`src/rtl/core/assert_macros.svh`:
```
// ----------------------------------------------------------------------------
// assertion macros
// shared concurrent assertion wrappers, empty when SYNTHESIS is defined
// ----------------------------------------------------------------------------
`ifndef ASSERT_MACROS_SVH
`define ASSERT_MACROS_SVH

`ifndef SYNTHESIS

// checked only while out of reset
`define ASSERT_ON(label, clk, rst_n, prop, msg) \
	label: assert property (@(posedge clk) disable iff (!rst_n) prop) else $error(msg);

// checked at every edge, reset included
`define ASSERT_ALWAYS(label, clk, prop, msg) \
	label: assert property (@(posedge clk) prop) else $error(msg);

`else

`define ASSERT_ON(label, clk, rst_n, prop, msg)
`define ASSERT_ALWAYS(label, clk, prop, msg)

`endif

`endif

```
`src/rtl/core/y86cd_pkg.sv`:
```
// ----------------------------------------------------------------------------
// y86cd_pkg
// types and encodings shared by the y86-64 classify and decode block
// ----------------------------------------------------------------------------
`default_nettype none

package y86cd_pkg;

	localparam int ADDR_W = 64;
	localparam int CONST_W = 64;

	localparam logic [1:0] KIND_INSN = 2'd0;
	localparam logic [1:0] KIND_QUAD = 2'd1;
	localparam logic [1:0] KIND_BYTE = 2'd2;

	localparam logic [3:0] NO_REG = 4'hF;
	localparam logic [3:0] MAX_REG = 4'hE;
	localparam logic [3:0] MAX_FN = 4'h6;

	localparam logic [7:0] OP_HALT = 8'h00;
	localparam logic [7:0] OP_NOP = 8'h10;
	localparam logic [7:0] OP_IRMOVQ = 8'h30;
	localparam logic [7:0] OP_RMMOVQ = 8'h40;
	localparam logic [7:0] OP_MRMOVQ = 8'h50;
	localparam logic [7:0] OP_CALL = 8'h80;
	localparam logic [7:0] OP_RET = 8'h90;
	localparam logic [7:0] OP_PUSHQ = 8'hA0;
	localparam logic [7:0] OP_POPQ = 8'hB0;

	localparam logic [3:0] HI_CMOV = 4'h2;
	localparam logic [3:0] HI_OPQ = 4'h6;
	localparam logic [3:0] HI_JXX = 4'h7;

	localparam logic [3:0] LEN_ONE = 4'd1;
	localparam logic [3:0] LEN_TWO = 4'd2;
	localparam logic [3:0] LEN_QUAD = 4'd8;
	localparam logic [3:0] LEN_JUMP = 4'd9;
	localparam logic [3:0] LEN_LONG = 4'd10;

	localparam logic [3:0] AVAIL_QUAD = 4'd7;
	localparam logic [3:0] AVAIL_JUMP = 4'd8;
	localparam logic [3:0] AVAIL_LONG = 4'd9;

	typedef struct packed {
		logic [7:0]        first_byte;
		logic [63:0]       following_bytes;
		logic [7:0]        ninth_following_byte;
		logic [3:0]        bytes_available;
		logic [ADDR_W-1:0] address;
	} window_t;

	typedef struct packed {
		logic [1:0]         item_kind;
		logic [7:0]         opcode;
		logic [3:0]         reg_a;
		logic [3:0]         reg_b;
		logic [CONST_W-1:0] constant;
		logic [3:0]         length;
		logic [ADDR_W-1:0]  next_address;
	} result_t;

endpackage

`default_nettype wire

```
`src/rtl/core/y86cd_decode.sv`:
```
// ----------------------------------------------------------------------------
// y86cd_decode
// classifies one byte window as instruction, quad word or byte word
// ----------------------------------------------------------------------------
`default_nettype none

module y86cd_decode (
	input  y86cd_pkg::window_t win,
	output y86cd_pkg::result_t res
);
	import y86cd_pkg::*;

	always_comb begin
		logic [7:0]  b0;
		logic [3:0]  hi;
		logic [3:0]  fn;
		logic [3:0]  ra;
		logic [3:0]  rb;
		logic [3:0]  avail;
		logic [63:0] imm;
		logic        has_byte;

		b0 = win.first_byte;
		hi = b0[7:4];
		fn = b0[3:0];
		ra = win.following_bytes[7:4];
		rb = win.following_bytes[3:0];
		avail = win.bytes_available;
		imm = {win.ninth_following_byte, win.following_bytes[63:8]};
		has_byte = (avail != 4'd0);

		// data unless a rule below matches
		res.opcode = 8'h00;
		res.reg_a = NO_REG;
		res.reg_b = NO_REG;
		if ((win.address[2:0] == 3'd0) && (avail >= AVAIL_QUAD)) begin
			res.item_kind = KIND_QUAD;
			res.constant = {win.following_bytes[55:0], b0};
			res.length = LEN_QUAD;
		end else begin
			res.item_kind = KIND_BYTE;
			res.constant = {56'd0, b0};
			res.length = LEN_ONE;
		end

		priority if (b0 == OP_HALT || b0 == OP_NOP || b0 == OP_RET) begin
			res.item_kind = KIND_INSN;
			res.opcode = b0;
			res.constant = '0;
			res.length = LEN_ONE;
		end else if ((hi == HI_CMOV || hi == HI_OPQ) && fn <= MAX_FN) begin
			if (has_byte && ra <= MAX_REG && rb <= MAX_REG) begin
				res.item_kind = KIND_INSN;
				res.opcode = b0;
				res.reg_a = ra;
				res.reg_b = rb;
				res.constant = '0;
				res.length = LEN_TWO;
			end
		end else if (b0 == OP_IRMOVQ) begin
			if (avail >= AVAIL_LONG && ra == NO_REG && rb <= MAX_REG) begin
				res.item_kind = KIND_INSN;
				res.opcode = b0;
				res.reg_b = rb;
				res.constant = imm;
				res.length = LEN_LONG;
			end
		end else if (b0 == OP_RMMOVQ || b0 == OP_MRMOVQ) begin
			if (avail >= AVAIL_LONG && ra <= MAX_REG && rb <= MAX_REG) begin
				res.item_kind = KIND_INSN;
				res.opcode = b0;
				res.reg_a = ra;
				res.reg_b = rb;
				res.constant = imm;
				res.length = LEN_LONG;
			end
		end else if (hi == HI_JXX || b0 == OP_CALL) begin
			if (avail >= AVAIL_JUMP && (b0 == OP_CALL || fn <= MAX_FN)) begin
				res.item_kind = KIND_INSN;
				res.opcode = b0;
				res.constant = win.following_bytes;
				res.length = LEN_JUMP;
			end
		end else if (b0 == OP_PUSHQ || b0 == OP_POPQ) begin
			if (has_byte && ra <= MAX_REG) begin
				res.item_kind = KIND_INSN;
				res.opcode = b0;
				res.reg_a = ra;
				res.constant = '0;
				res.length = LEN_TWO;
			end
		end else begin
		end

		res.next_address = win.address + {{(ADDR_W-4){1'b0}}, res.length};
	end

endmodule

`default_nettype wire

```
`src/rtl/core/y86_instruction_classify_decode.sv`:
```
// ----------------------------------------------------------------------------
// y86_instruction_classify_decode
// decodes a window of y86-64 code bytes into one instruction or data word
//
// input channel: in_valid / in_stall carry one window word per handshake
// (first byte, next nine bytes, byte count, address). output channel:
// out_valid / out_stall carry one decoded word (kind, opcode, registers,
// constant, length, next address).
// a word is taken into the input register and decoded into the result
// register, which drives the outputs. throughput is one word per cycle
// unless the output stalls, set by the single input and result registers.
// reset clears both stage valid bits, so no word is shown after reset.
// a stall on the output holds the result register; the input register
// keeps taking words while the result register is free, and in_stall rises
// only when both stages are full and the output is stalled.
// ----------------------------------------------------------------------------
`default_nettype none
`include "assert_macros.svh"

module y86_instruction_classify_decode (
	input  wire logic        clk,
	input  wire logic        arst_n,
	input  wire logic        in_valid,
	output logic             in_stall,
	input  wire logic [7:0]  first_byte,
	input  wire logic [63:0] following_bytes,
	input  wire logic [7:0]  ninth_following_byte,
	input  wire logic [3:0]  bytes_available,
	input  wire logic [63:0] address,
	output logic             out_valid,
	input  wire logic        out_stall,
	output logic [1:0]       item_kind,
	output logic [7:0]       opcode,
	output logic [3:0]       reg_a,
	output logic [3:0]       reg_b,
	output logic [63:0]      constant,
	output logic [3:0]       length,
	output logic [63:0]      next_address
);
	import y86cd_pkg::*;

	logic    v_s1;
	logic    v_s2;
	window_t win_s1;
	result_t res_s2;
	result_t res_d;
	logic    adv_s1;
	logic    adv_s2;
	logic    full_stalled;
	logic    data_word_ok;

	assign adv_s2 = !v_s2 || !out_stall;
	assign adv_s1 = !v_s1 || adv_s2;
	assign in_stall = !adv_s1;

	always_ff @(posedge clk or negedge arst_n) begin
		if (!arst_n) begin
			v_s1 <= 1'b0;
			v_s2 <= 1'b0;
		end else begin
			if (adv_s1)
				v_s1 <= in_valid;
			if (adv_s2)
				v_s2 <= v_s1;
		end
	end

	always_ff @(posedge clk) begin
		if (adv_s1 && in_valid) begin
			win_s1.first_byte <= first_byte;
			win_s1.following_bytes <= following_bytes;
			win_s1.ninth_following_byte <= ninth_following_byte;
			win_s1.bytes_available <= bytes_available;
			win_s1.address <= address;
		end
		if (adv_s2 && v_s1)
			res_s2 <= res_d;
	end

	y86cd_decode u_decode (
		.win (win_s1),
		.res (res_d)
	);

	assign out_valid = v_s2;
	assign item_kind = res_s2.item_kind;
	assign opcode = res_s2.opcode;
	assign reg_a = res_s2.reg_a;
	assign reg_b = res_s2.reg_b;
	assign constant = res_s2.constant;
	assign length = res_s2.length;
	assign next_address = res_s2.next_address;

	assign full_stalled = v_s1 && v_s2 && out_stall;
	assign data_word_ok = (item_kind == KIND_INSN) ||
		(opcode == 8'h00 && reg_a == NO_REG && reg_b == NO_REG &&
		(length == LEN_QUAD || length == LEN_ONE));

	// no word appears right after reset
	`ASSERT_ALWAYS(a_no_word_after_reset, clk, !arst_n |=> !out_valid, "word shown after reset")

	// a full pipe under stall keeps both words
	`ASSERT_ON(a_full_holds, clk, arst_n, full_stalled |=> v_s1 && v_s2, "word lost under stall")

	// data words carry no opcode or registers and fixed lengths
	`ASSERT_ON(a_data_fields, clk, arst_n, out_valid |-> data_word_ok, "bad data word fields")

endmodule

`default_nettype wire

```
`config.mk`:
```
export PLATFORM = sky130hd
export DESIGN_NAME = y86_instruction_classify_decode
export DESIGN_NICKNAME = d
export VERILOG_FILES = /design/src/rtl/core/y86cd_pkg.sv /design/src/rtl/core/y86cd_decode.sv /design/src/rtl/core/y86_instruction_classify_decode.sv
export VERILOG_INCLUDE_DIRS = /design/src /design/src/rtl/core
export SDC_FILE = /design/constraint.sdc
export NUM_CORES = 1
export LEC_CHECK = 0
export BUFFER_PORTS_ARGS = -buffer_cell sky130_fd_sc_hd__buf_2
export CORE_MARGIN = 2
export CORE_UTILIZATION = 50
export CTS_CLUSTER_DIAMETER = 200
export DETAILED_ROUTE_END_ITERATION = 8
export HOLD_SLACK_MARGIN = 0.15
export PLACE_DENSITY_LB_ADDON = 0.08
export SLEW_MARGIN = 20
export SYNTH_ARGS = -nofsm -noshare
export SYNTH_HDL_FRONTEND = slang
export SYNTH_SLANG_ARGS = --single-unit
```
`constraint.sdc`:
```
create_clock -name clk -period 14.8 [get_ports clk]
set_input_delay 2.22 -clock clk [delete_from_list [all_inputs] [get_ports clk]]
set_output_delay 2.22 -clock clk [all_outputs]
set_load 0.01 [all_outputs]
```
# ---- Word level (Yosys, flattened, before mapping)
# Cells that the tools add are included.
dict set report word_totals {
  reg_bits 300
  latch_bits 0
  mem_bits_rw 0
  romBits 0
  input_bits 152
  word_cells 84
  mem_count 0
}
dict set report op_classes {
  addsub 1
  multipliers 0
  n_div 0
  n_lt_le_gt_ge 6
  n_eq_ne 12
  shift 0
  muxes 24
  n_bitwise 0
  reduce_logical 27
}
# cell n
set op_table {}
lappend op_table {{$mux 68} 6}
lappend op_table {{$mux 86} 3}
lappend op_table {{$mux 72} 2}
lappend op_table {{$add 64x4->64} 1}
lappend op_table {{$mux 14} 3}
lappend op_table {{$mux 10} 4}
lappend op_table {{$eq 8x8->1 const B} 4}
lappend op_table {{$eq 8x7->1 const B} 2}
lappend op_table {{$mux 4} 4}
lappend op_table {{$logic_and 1x1->1} 11}
lappend op_table {{$logic_or 1x1->1} 9}
lappend op_table {{$eq 4x3->1 const B} 2}
lappend op_table {{$eq 8x5->1 const B} 1}
lappend op_table {{$eq 8x6->1 const B} 1}
lappend op_table {{$ge 4x4->1 const B} 2}
lappend op_table {{$le 4x4->1 const B} 2}
lappend op_table {{$logic_not 8->1} 1}
lappend op_table {{$mux 8} 1}
lappend op_table {{$eq 4x2->1 const B} 1}
lappend op_table {{$eq 4x4->1 const B} 1}
lappend op_table {{$ge 4x3->1 const B} 1}
lappend op_table {{$le 4x3->1 const B} 1}
lappend op_table {{$logic_not 1->1} 4}
lappend op_table {{$reduce_bool 4->1} 1}
lappend op_table {{2 further kinds} 2}

# ---- Longest topological paths before layout
# Gate-level depths: netlist of run 1.
dict set report depth {
  ltp_word 11
  mapped_depth 17
  depth_no_buf 15
}

# ---- Cells and area by module
# From an unflattened synthesis of run 1, not the netlist that was laid out.
dict set report hier_totals {
  hier_cells 886
  area_unflattened_um2 12731.0
}
# mod instances cells_each area_each_um2
set by_module_without_submodules {}
lappend by_module_without_submodules {y86_instruction_classify_decode 1 306 9041.2}
lappend by_module_without_submodules {y86cd_decode 1 580 3689.8}

# ---- Worst setup path before layout of run 1
# Ideal clock, no wire load.
dict set report synth_timing {
  path_kind {input-to-reg}
  from {input out_stall}
  to {register res_s2 (netlist bit constant[0]), enable pin}
  setup_ns 0.886
  arrival_time_ns 12.935
  t_required_ns 13.914
  path_slack_ns 0.980
  path_stages 1
  n_path_buf 0
  path_cell_list {a21boi_0}
}
dict set report synth_between {
  elab_chain_cells 3
}
# item line
set synth_lines {}
lappend synth_lines {{start: declaration} y86_instruction_classify_decode.sv:31} ;# input wire logic out_stall,
lappend synth_lines {{$logic_not 1->1} y86_instruction_classify_decode.sv:52} ;# assign adv_s2 = !v_s2 || !out_stall;
lappend synth_lines {{$logic_or 1x1->1} y86_instruction_classify_decode.sv:52}
lappend synth_lines {{$logic_and 1x1->1} y86_instruction_classify_decode.sv:76} ;# if (adv_s2 && v_s1)
lappend synth_lines {{end signal: assignment} y86_instruction_classify_decode.sv:77} ;# res_s2 <= res_d;
lappend synth_lines {{end: declaration} y86_instruction_classify_decode.sv:45} ;# result_t res_s2;
# Every way passes these cells.
# A chain may end at the register's enable or synchronous reset.

==> results.sh, run 1 <==
export IMPL_routed_via_density=5.52
export IMPL_clock_sinks=299
export IMPL_grt_pass1_vias=7646
export IMPL_hp_class="reg2reg"
export IMPL_start_kind="flop"
export IMPL_cp_top_family="simple AND/OR/NAND/NOR gates"
export IMPL_worstHoldStart="v_s1"
export IMPL_max_cap_violations=0
export IMPL_r2r_start="win_s1[145]"
export IMPL_final_hold_viol_count=0
export IMPL_cts_root_buf="clkbuf_16"
export IMPL_yosysTopAreaCellShare_pct=73.8
export IMPL_die_x_um=160
export IMPL_cts_resized=0
export IMPL_via_count=7913
export IMPL_status="completed"
export IMPL_crit_fanout=11
export IMPL_ys_types=62
export IMPL_min_to="out_valid"
export IMPL_drc=0
export IMPL_synth_area_leaders="edfxtp_1 (74%), xnor2_1 (3.8%), a22o_1 (2.9%)"
export IMPL_netlist_area_um2=12100
export IMPL_fmax_mhz=199
export IMPL_ys_seq_area_share_pct=74.2
export IMPL_clk_pin_slew_worst_paths_ns=0.06
export IMPL_first_pass_iters=6
export IMPL_worst_path_buf_inv=1
export IMPL_fin_ws_ns=9.78
export IMPL_cts_tree="yes"
export IMPL_antenna_found_initial=10
export IMPL_cts_hold_buf=0
export IMPL_routabilityCongestion=0.838
export IMPL_cp_slowest_cell="nor4_2"
export IMPL_start_util_pct=51.2
export IMPL_arrival_ns=5.33
export IMPL_synth_cells=764
export IMPL_synthFlopType="edfxtp_1"
export IMPL_cts_inserted_buffers=31
export IMPL_slew_headroom_pct=29.0
export IMPL_synth_most_common_cell="edfxtp_1"
export IMPL_dr_first_iter_drc_count=679
export IMPL_power_density_nw_per_um2=129
export IMPL_crit_chain="nand2b_1, nor4_2, nand2_1, nand2_1, a21oi_2, o21ai_1, ha_1, inv_1, fa_1, and3b_1, o21a_1, nand3_1, nor2_1, nand3_1, xnor2_1"
export IMPL_fin_crit_sh_pct=33.9
export IMPL_portBuffers=302
export IMPL_syn_avg_cell_area_um2=15.8
export IMPL_critical_path_max_stage_delay_ns=0.63
export IMPL_grt_max_degree=150
export IMPL_slew_violations=0
export IMPL_final_nets=1237
export IMPL_htreeDepth=1
export IMPL_dp_worst_setup_slack_ns=9.64
export IMPL_reg2reg_depth=15
export IMPL_critical_path_class="reg2reg"
export IMPL_finalNonFillerCells=1434
export IMPL_cp_required_ns=15.10
export IMPL_tns_ns=0
export IMPL_rsz0062_at_grt="false"
export IMPL_die_area_um2=25400
export IMPL_hold_ws_ns=0.503
export IMPL_clock_path_buffers=3
export IMPL_vdd_ir_drop_worst_uv=104
export IMPL_globalRouteOverflowTotal=0
export IMPL_area_growth_pct=24.3
export IMPL_core_um2=23600
export IMPL_hold_path_cell_count=1
export IMPL_cts_setup_buffers=0
export IMPL_leakagePower_nw=5.95
export IMPL_synth_warnings=0
export IMPL_fp_row_count=56
export IMPL_synth_seq_cells=299
export IMPL_drive_gt1_share_pct=33.7
export IMPL_finalWirelength_mm=29.3
export IMPL_dp_hpwl_mm=19.9
export IMPL_synth_edf_count=297
export IMPL_die_y_um=160
export IMPL_pin_count=304
export IMPL_grt_pass1_wl_mm=44.5
export IMPL_yosys_area_top_type="edfxtp_1"
export IMPL_clock_skew_ns=0.0174
export IMPL_fin_crit_ns=5.02
export IMPL_rrSetupSlack_ns=9.78
export IMPL_timing_worst_slew_pin_value_ns=1.07
export IMPL_clk_latency_ns=0.55
export IMPL_end_kind="flop"
export IMPL_track_usage_pct=22.6
export IMPL_setup_viol=0
export IMPL_ant_nets=0
export IMPL_synthTopCellsByCount="edfxtp_1 (297), xnor2_1 (53), nand2_1 (43)"
export IMPL_wire_per_inst_um=20.4
export IMPL_placed_cells=1366
export IMPL_r2r_end="next_address[56]"
export IMPL_async_reset_ff_share_pct=0.669
## sequential cells by signal (all words and copies together), names as in the netlist
signal and flops:
next_address 64, item_kind 2, win_s1 148, reg_b 4, opcode 8, v_s1 1
length 3, constant 64, reg_a 4, out_valid 1
## logic make-up after synthesis
kind of cell    after synthesis  synth area share, %
mux                           1               0.0828
simple gates                194                 8.90
buf+inv                      35                 1.35
fa+ha+maj                     4                0.476
flops                       299                 74.2
compound gates              168                 10.5
xor+xnor                     62                 4.49
other cells                   1               0.0310
## layout by cell type (no fill, tap or decap), types with 13 or more instances in the layout
cell,synthesis,final
a21o_1,42,42
a22o_1,40,40
a22oi_1,37,37
and3_1,13,13
buf_2,15,302
clkbuf_16,0,31
edfxtp_1,297,297
nand2_1,43,43
nand3_1,33,33
nand4_1,21,21
nor2_1,20,20
o21ai_0,14,14
xnor2_1,53,53
## report_power, final
group | switching (mW) | internal (mW)
Combinational | 0.0821 | 0.0527
Sequential | 0.0337 | 1.00
Clock | 0.313 | 0.453
## final cells by class
cell class | count | area [um^2]
Inverter | 9 | 33.8
Multi-Input combinational cell | 431 | 3000
Clock inverter | 15 | 163
Antenna cell | 9 | 22.5
Tap cell | 319 | 399
Sequential cell | 299 | 8970
Timing Repair Buffer | 309 | 1580
Fill cell | 1828 | 8590
Clock buffer | 43 | 851
## stage by stage
| step | utilization, % | power (mW) | instance area (um^2) |
|---|---|---|---|
| after floorplan | - | 1.13 | 12100 |
| after global placement | 59.2 | 1.19 | 14000 |
| after detailed placement | 59.2 | 1.19 | 14000 |
| after CTS | 63.4 | 1.95 | 15000 |
| after global routing | 63.6 | 2.01 | 15000 |
| final | 63.6 | 1.94 | 15000 |
## metal layers
layer / vias up / share of wire [%] / track usage (%)
met2: 378 / 46 / 34.2
met3: 50 / 9.9 / 7.03
met4: 4 / 2.9 / 6.90
li1: 3682 / - / -
met5: - / 0.079 / 0
met1: 3799 / 42 / 31.7
## worst max-delay path by stage
stage,start,to,slack (ns),depth (start not counted)
after floorplan,out_stall,constant[0],0.98,1
after global placement,win_s1[140],next_address[54],9.78,15
after detailed placement,win_s1[140],next_address[56],9.64,15
after CTS,win_s1[141],next_address[56],9.61,15
after global routing,win_s1[145],next_address[56],9.31,15
final,win_s1[145],next_address[56],9.78,15
No activity file was read; power rests on OpenSTA's default activity.
==> run 2: changes to the inputs <==
CORE_UTILIZATION = 48   (was 50)
clock period = 4.05 ns   (was 14.8 ns; I/O delays follow)
==> run 2 against run 1 <==
Compared with the run above: power rose to 3.7 times the previous value; cell count is 3.3% higher; register-to-register slack got worse by 9.6 ns; critical path depth increased by 1.
==> results.sh, run 2 (synthesis results as in run 1) <==
export IMPL_track_usage_pct=21.8
export IMPL_finalWirelength_mm=29.3
export IMPL_setup_viol=0
export IMPL_start_util_pct=48.4
export IMPL_worstHoldStart="following_bytes[7]"
export IMPL_critical_path_class="reg2reg"
export IMPL_clock_path_buffers=3
export IMPL_cts_inserted_buffers=34
export IMPL_clock_sinks=299
export IMPL_startpoint="win_s1[140]"
export IMPL_final_hold_viol_count=0
export IMPL_reg2reg_depth=16
export IMPL_ant_nets=0
export IMPL_final_common_cell="buf_2"
export IMPL_cp_required_ns=4.30
export IMPL_tns_ns=0
export IMPL_routabilityCongestion=0.932
export IMPL_die_x_um=163
export IMPL_power_density_nw_per_um2=463
export IMPL_finalNonFillerCells=1481
export IMPL_hold_path_cell_count=1
export IMPL_die_y_um=163
export IMPL_vdd_ir_drop_worst_uv=381
export IMPL_drc=0
export IMPL_r2r_start="win_s1[140]"
export IMPL_antenna_found_initial=7
export IMPL_top_register="win_s1"
export IMPL_final_area_um2=15400
export IMPL_placed_cell_area_um2=14300
export IMPL_status="completed"
export IMPL_pin_count=304
export IMPL_fp_row_count=58
export IMPL_slew_headroom_pct=41.5
export IMPL_die_area_um2=26500
export IMPL_portBuffers=302
export IMPL_start_kind="flop"
export IMPL_dr_first_iter_drc_count=722
export IMPL_area_growth_pct=27.2
export IMPL_leakagePower_nw=6.16
export IMPL_clk_latency_ns=0.51
export IMPL_final_nets=1280
export IMPL_dp_hpwl_mm=20.0
export IMPL_crit_fanout=5
export IMPL_max_cap_violations=0
export IMPL_clk_pin_slew_worst_paths_ns=0.06
export IMPL_first_pass_iters=5
export IMPL_clock_skew_ns=0.0283
export IMPL_arrival_ns=4.14
export IMPL_core_um2=25000
export IMPL_placed_cells=1413
export IMPL_routed_via_density=5.41
export IMPL_fin_crit_ns=3.90
export IMPL_largest_reg_flops=148
export IMPL_end_kind="flop"
export IMPL_final_cell_mix="buf_2 (302), edfxtp_1 (297), xnor2_1 (53)"
export IMPL_timing_worst_slew_pin_value_ns=0.877
export IMPL_grt_pass1_wl_mm=43.9
export IMPL_fin_crit_sh_pct=96.2
export IMPL_drive_gt1_share_pct=36.6
export IMPL_htreeDepth=2
export IMPL_n_fill_cell=1975
export IMPL_wire_per_inst_um=19.8
export IMPL_rsz0062_at_grt="false"
export IMPL_grt_max_degree=150
export IMPL_cts_tree="yes"
export IMPL_via_count=8017
export IMPL_slew_violations=0
export IMPL_fmax_mhz=257
export IMPL_grt_pass1_vias=7753
export IMPL_hp_class="in2reg"
export IMPL_globalRouteOverflowTotal=0
export IMPL_cts_root_buf="clkbuf_16"
run 2: changes by cell type in the layout (fill, tap and decap cells not counted), sizes merged:
cell         before  now
buf             309  348
dlygate4sd3       0    1
bufinv            3    1
diode             9    5
clkinvlp          4    2
clkinv            7   10
clkbuf           43   44
run 2: per-layer routing:
layer | GRT usage [%] | part of all wire, %
met5 | 0 | 0.038
met4 | 7.48 | 3.3
met3 | 7.28 | 11
met1 | 29.1 | 40
met2 | 33.7 | 46
run 2: final cells by class:
class | instances | area, um^2 | share of cell area, %
flip-flops and latches | 299 | 8970 | 58.3
multi-input cells | 431 | 3050 | 19.8
repair buffers | 349 | 1900 | 12.3
clock buffers | 44 | 910 | 5.91
well taps | 330 | 413 | 2.68
clock inverters | 14 | 100 | 0.651
inverters | 9 | 33.8 | 0.220
diodes | 5 | 12.5 | 0.0813
run 2: per-stage QoR:
stage / util, % / hold WS (ns) / power [mW] / setup WS (ns)
2_1_floorplan: - / 0.312 / 4.08 / 0.0557
3_5_place_dp: 57.2 / 0.396 / 4.37 / 0.00256
6_report: 61.6 / 0.279 / 7.12 / 0.155
4_1_cts: 61.3 / 0.260 / 7.19 / 0.0629
5_1_grt: 61.6 / 0.259 / 7.37 / 0.00318
3_3_place_gp: 57.2 / 0.396 / 4.37 / 0.103
run 2: power breakdown:
group | internal (mW) | switching (mW)
clock network | 1.65 | 1.16
logic | 0.210 | 0.316
registers | 3.67 | 0.113
run 2: path summary, 6_finish.rpt:
kind	endpoint	slack, ns
worst max-delay path	next_address[42]	0.15
worst min-delay path	win_s1[83]	0.28
worst max register to register	next_address[42]	0.15
worst min register to register	out_valid	0.50
max in group asynchronous	v_s1	3.50
min in group asynchronous	out_valid	0.46
run 2: timing repair:
item                                   4_1_cts  5_1_grt
hold buffers                                 1        0
resized for setup                            2        8
setup endpoints to repair                    2       32
cloned                                       0        0
pin swaps                                    0        2
endpoints found under the hold margin        2        0
setup buffers                                1        2
run 2: worst max-delay path: stages (launching register included):
cell,delay (ns)
edfxtp_1,0.41
or4_4,0.57
or4_4,0.50
nand2_2,0.12
a21oi_2,0.05
o21ai_2,0.16
ha_1,0.18
inv_1,0.05
fa_1,0.40
and3b_1,0.25
o21a_1,0.16
nand3_1,0.14
buf_4,0.19
nor2_1,0.09
buf_4,0.15
nand3_1,0.09
xnor2_1,0.13
==> run 3: changes to the inputs <==
CORE_UTILIZATION = 50   (was 48)
clock period = 4.9 ns   (was 4.05 ns; I/O delays follow)
==> run 3 against run 2 <==
Compared with the run above: via count about the same; clock skew down 0.016 ns; largest cell class unchanged; highest routed layer unchanged; critical path depth is 1 lower; sequential power fell by 17%; worst setup slack better by 0.18 ns.
==> results.sh, run 3 (synthesis results as in run 1) <==
export IMPL_clock_skew_ns=0.0123
export IMPL_placed_cell_area_um2=14100
export IMPL_largest_reg_flops=148
export IMPL_leakagePower_nw=6.04
export IMPL_n_fill_cell=1830
export IMPL_crit_path_frequent_cell="or4_1"
export IMPL_r2r_start="win_s1[143]"
export IMPL_grt_max_degree=85
export IMPL_dr_first_iter_drc_count=610
export IMPL_final_nets=1248
export IMPL_cp_top_family="simple AND/OR/NAND/NOR gates"
export IMPL_power_density_nw_per_um2=394
export IMPL_drive_gt1_share_pct=34.2
export IMPL_core_um2=23600
export IMPL_pin_count=304
export IMPL_start_util_pct=51.2
export IMPL_end_kind="flop"
export IMPL_globalRouteOverflowTotal=0
export IMPL_slew_headroom_pct=37.6
export IMPL_fp_row_count=56
export IMPL_cts_inserted_buffers=31
export IMPL_power_mw=5.98
export IMPL_finalNonFillerCells=1442
export IMPL_startpoint="win_s1[143]"
export IMPL_seq_area_um2=8970
export IMPL_hp_class="in2reg"
export IMPL_die_x_um=160
export IMPL_top_register="win_s1"
export IMPL_final_util_pct=64.2
export IMPL_cts_tree="yes"
export IMPL_wire_per_inst_um=20.7
export IMPL_grt_pass1_vias=8008
export IMPL_clk_latency_ns=0.57
export IMPL_max_cap_violations=0
export IMPL_final_hold_viol_count=0
export IMPL_routed_via_density=5.56
export IMPL_cp_slowest_cell="or4_1"
export IMPL_setup_viol=0
export IMPL_clk_pin_slew_worst_paths_ns=0.06
export IMPL_cp_required_ns=5.22
export IMPL_worst_path_buf_inv=2
export IMPL_track_usage_pct=22.9
export IMPL_arrival_ns=4.88
export IMPL_die_y_um=160
export IMPL_timing_worst_slew_pin_value_ns=0.936
export IMPL_start_kind="flop"
export IMPL_cts_root_buf="clkbuf_16"
export IMPL_fin_crit_sh_pct=93.1
export IMPL_cts_setup_buffers=0
export IMPL_final_area_um2=15200
export IMPL_final_cell_mix="buf_2 (302), edfxtp_1 (297), xnor2_1 (53)"
export IMPL_ant_nets=0
export IMPL_critical_path_class="reg2reg"
export IMPL_antenna_found_initial=10
export IMPL_slew_violations=0
export IMPL_critical_path_max_stage_delay_ns=0.72
export IMPL_multiInputGateArea_um2=3010
export IMPL_vdd_ir_drop_worst_uv=307
export IMPL_via_count=8012
export IMPL_placed_cells=1377
export IMPL_area_growth_pct=25.4
export IMPL_tns_ns=0
export IMPL_fmax_mhz=219
export IMPL_htreeDepth=1
export IMPL_dp_hpwl_mm=20.6
export IMPL_worstHoldStart="following_bytes[55]"
export IMPL_status="completed"
export IMPL_crit_fanout=10
export IMPL_drc=0
export IMPL_clock_sinks=299
export IMPL_finalWirelength_mm=29.9
export IMPL_die_area_um2=25400
export IMPL_clock_path_buffers=3
export IMPL_crit_chain="or4_1, or4_1, nand2_1, a21oi_2, o21ai_1, ha_1, inv_1, fa_1, and3b_1, o21a_1, nand3_1, nor2_1, buf_4, nand4_1, xnor2_1"
export IMPL_fin_crit_ns=4.56
export IMPL_portBuffers=302
export IMPL_grt_pass1_wl_mm=45.4
export IMPL_first_pass_iters=5
export IMPL_final_common_cell="buf_2"
export IMPL_routabilityCongestion=0.848
export IMPL_rsz0062_at_grt="false"
run 3: cell count changes in the layout (fill, tap and decap cells not counted), sizes merged:
cell,before,now
diode,5,7
bufinv,1,6
clkbuf,44,38
clkinv,10,11
buf,348,319
clkinvlp,2,1
run 3: per-layer routing:
metal  wire length, um  part of all wire (%)  track usage [%]  vias to the layer above
li1                  -                     -                -                     3695
met2             14000                    47             36.1                      350
met1             12500                    42             31.4                     3898
met3              2460                   8.2             5.37                       63
met4               925                   3.1             8.22                        6
met5                32                  0.11                0                        -
run 3: final cells by class:
type	count	area share, %
Clock inverter	19	1.70
Clock buffer	38	5.29
Inverter	9	0.223
Tap cell	319	2.63
Multi-Input combinational cell	431	19.8
Antenna cell	7	0.116
Timing Repair Buffer	320	11.0
Sequential cell	299	59.2
run 3: path summary, 6_finish.rpt:
check | endpoint | slack (ns) | cells past startpoint
setup / recovery | next_address[54] | 0.34 | 15
hold reg to reg | out_valid | 0.50 | 1
setup reg to reg | next_address[54] | 0.34 | 15
max in group asynchronous | v_s1 | 4.31 | 2
min in group asynchronous | out_valid | 0.49 | 2
hold / removal | win_s1[131] | 0.34 | 1
run 3: where the power goes:
part / internal, mW / switching [mW]
clock network: 1.48 / 0.953
registers: 3.03 / 0.103
logic: 0.164 / 0.250
run 3: through the flow:
stage               worst slack (ns)  hold WS (ns)
global placement               0.477         0.485
floorplan                      0.138         0.439
finish                         0.337         0.338
global route                  0.0232         0.317
detailed placement             0.347         0.496
CTS                            0.263         0.310
run 3: timing repair:
action	4_1_cts	5_1_grt
hold endpoints to repair	2	0
resized for setup	0	3
endpoints found under the setup margin	0	12
hold buffers	1	0
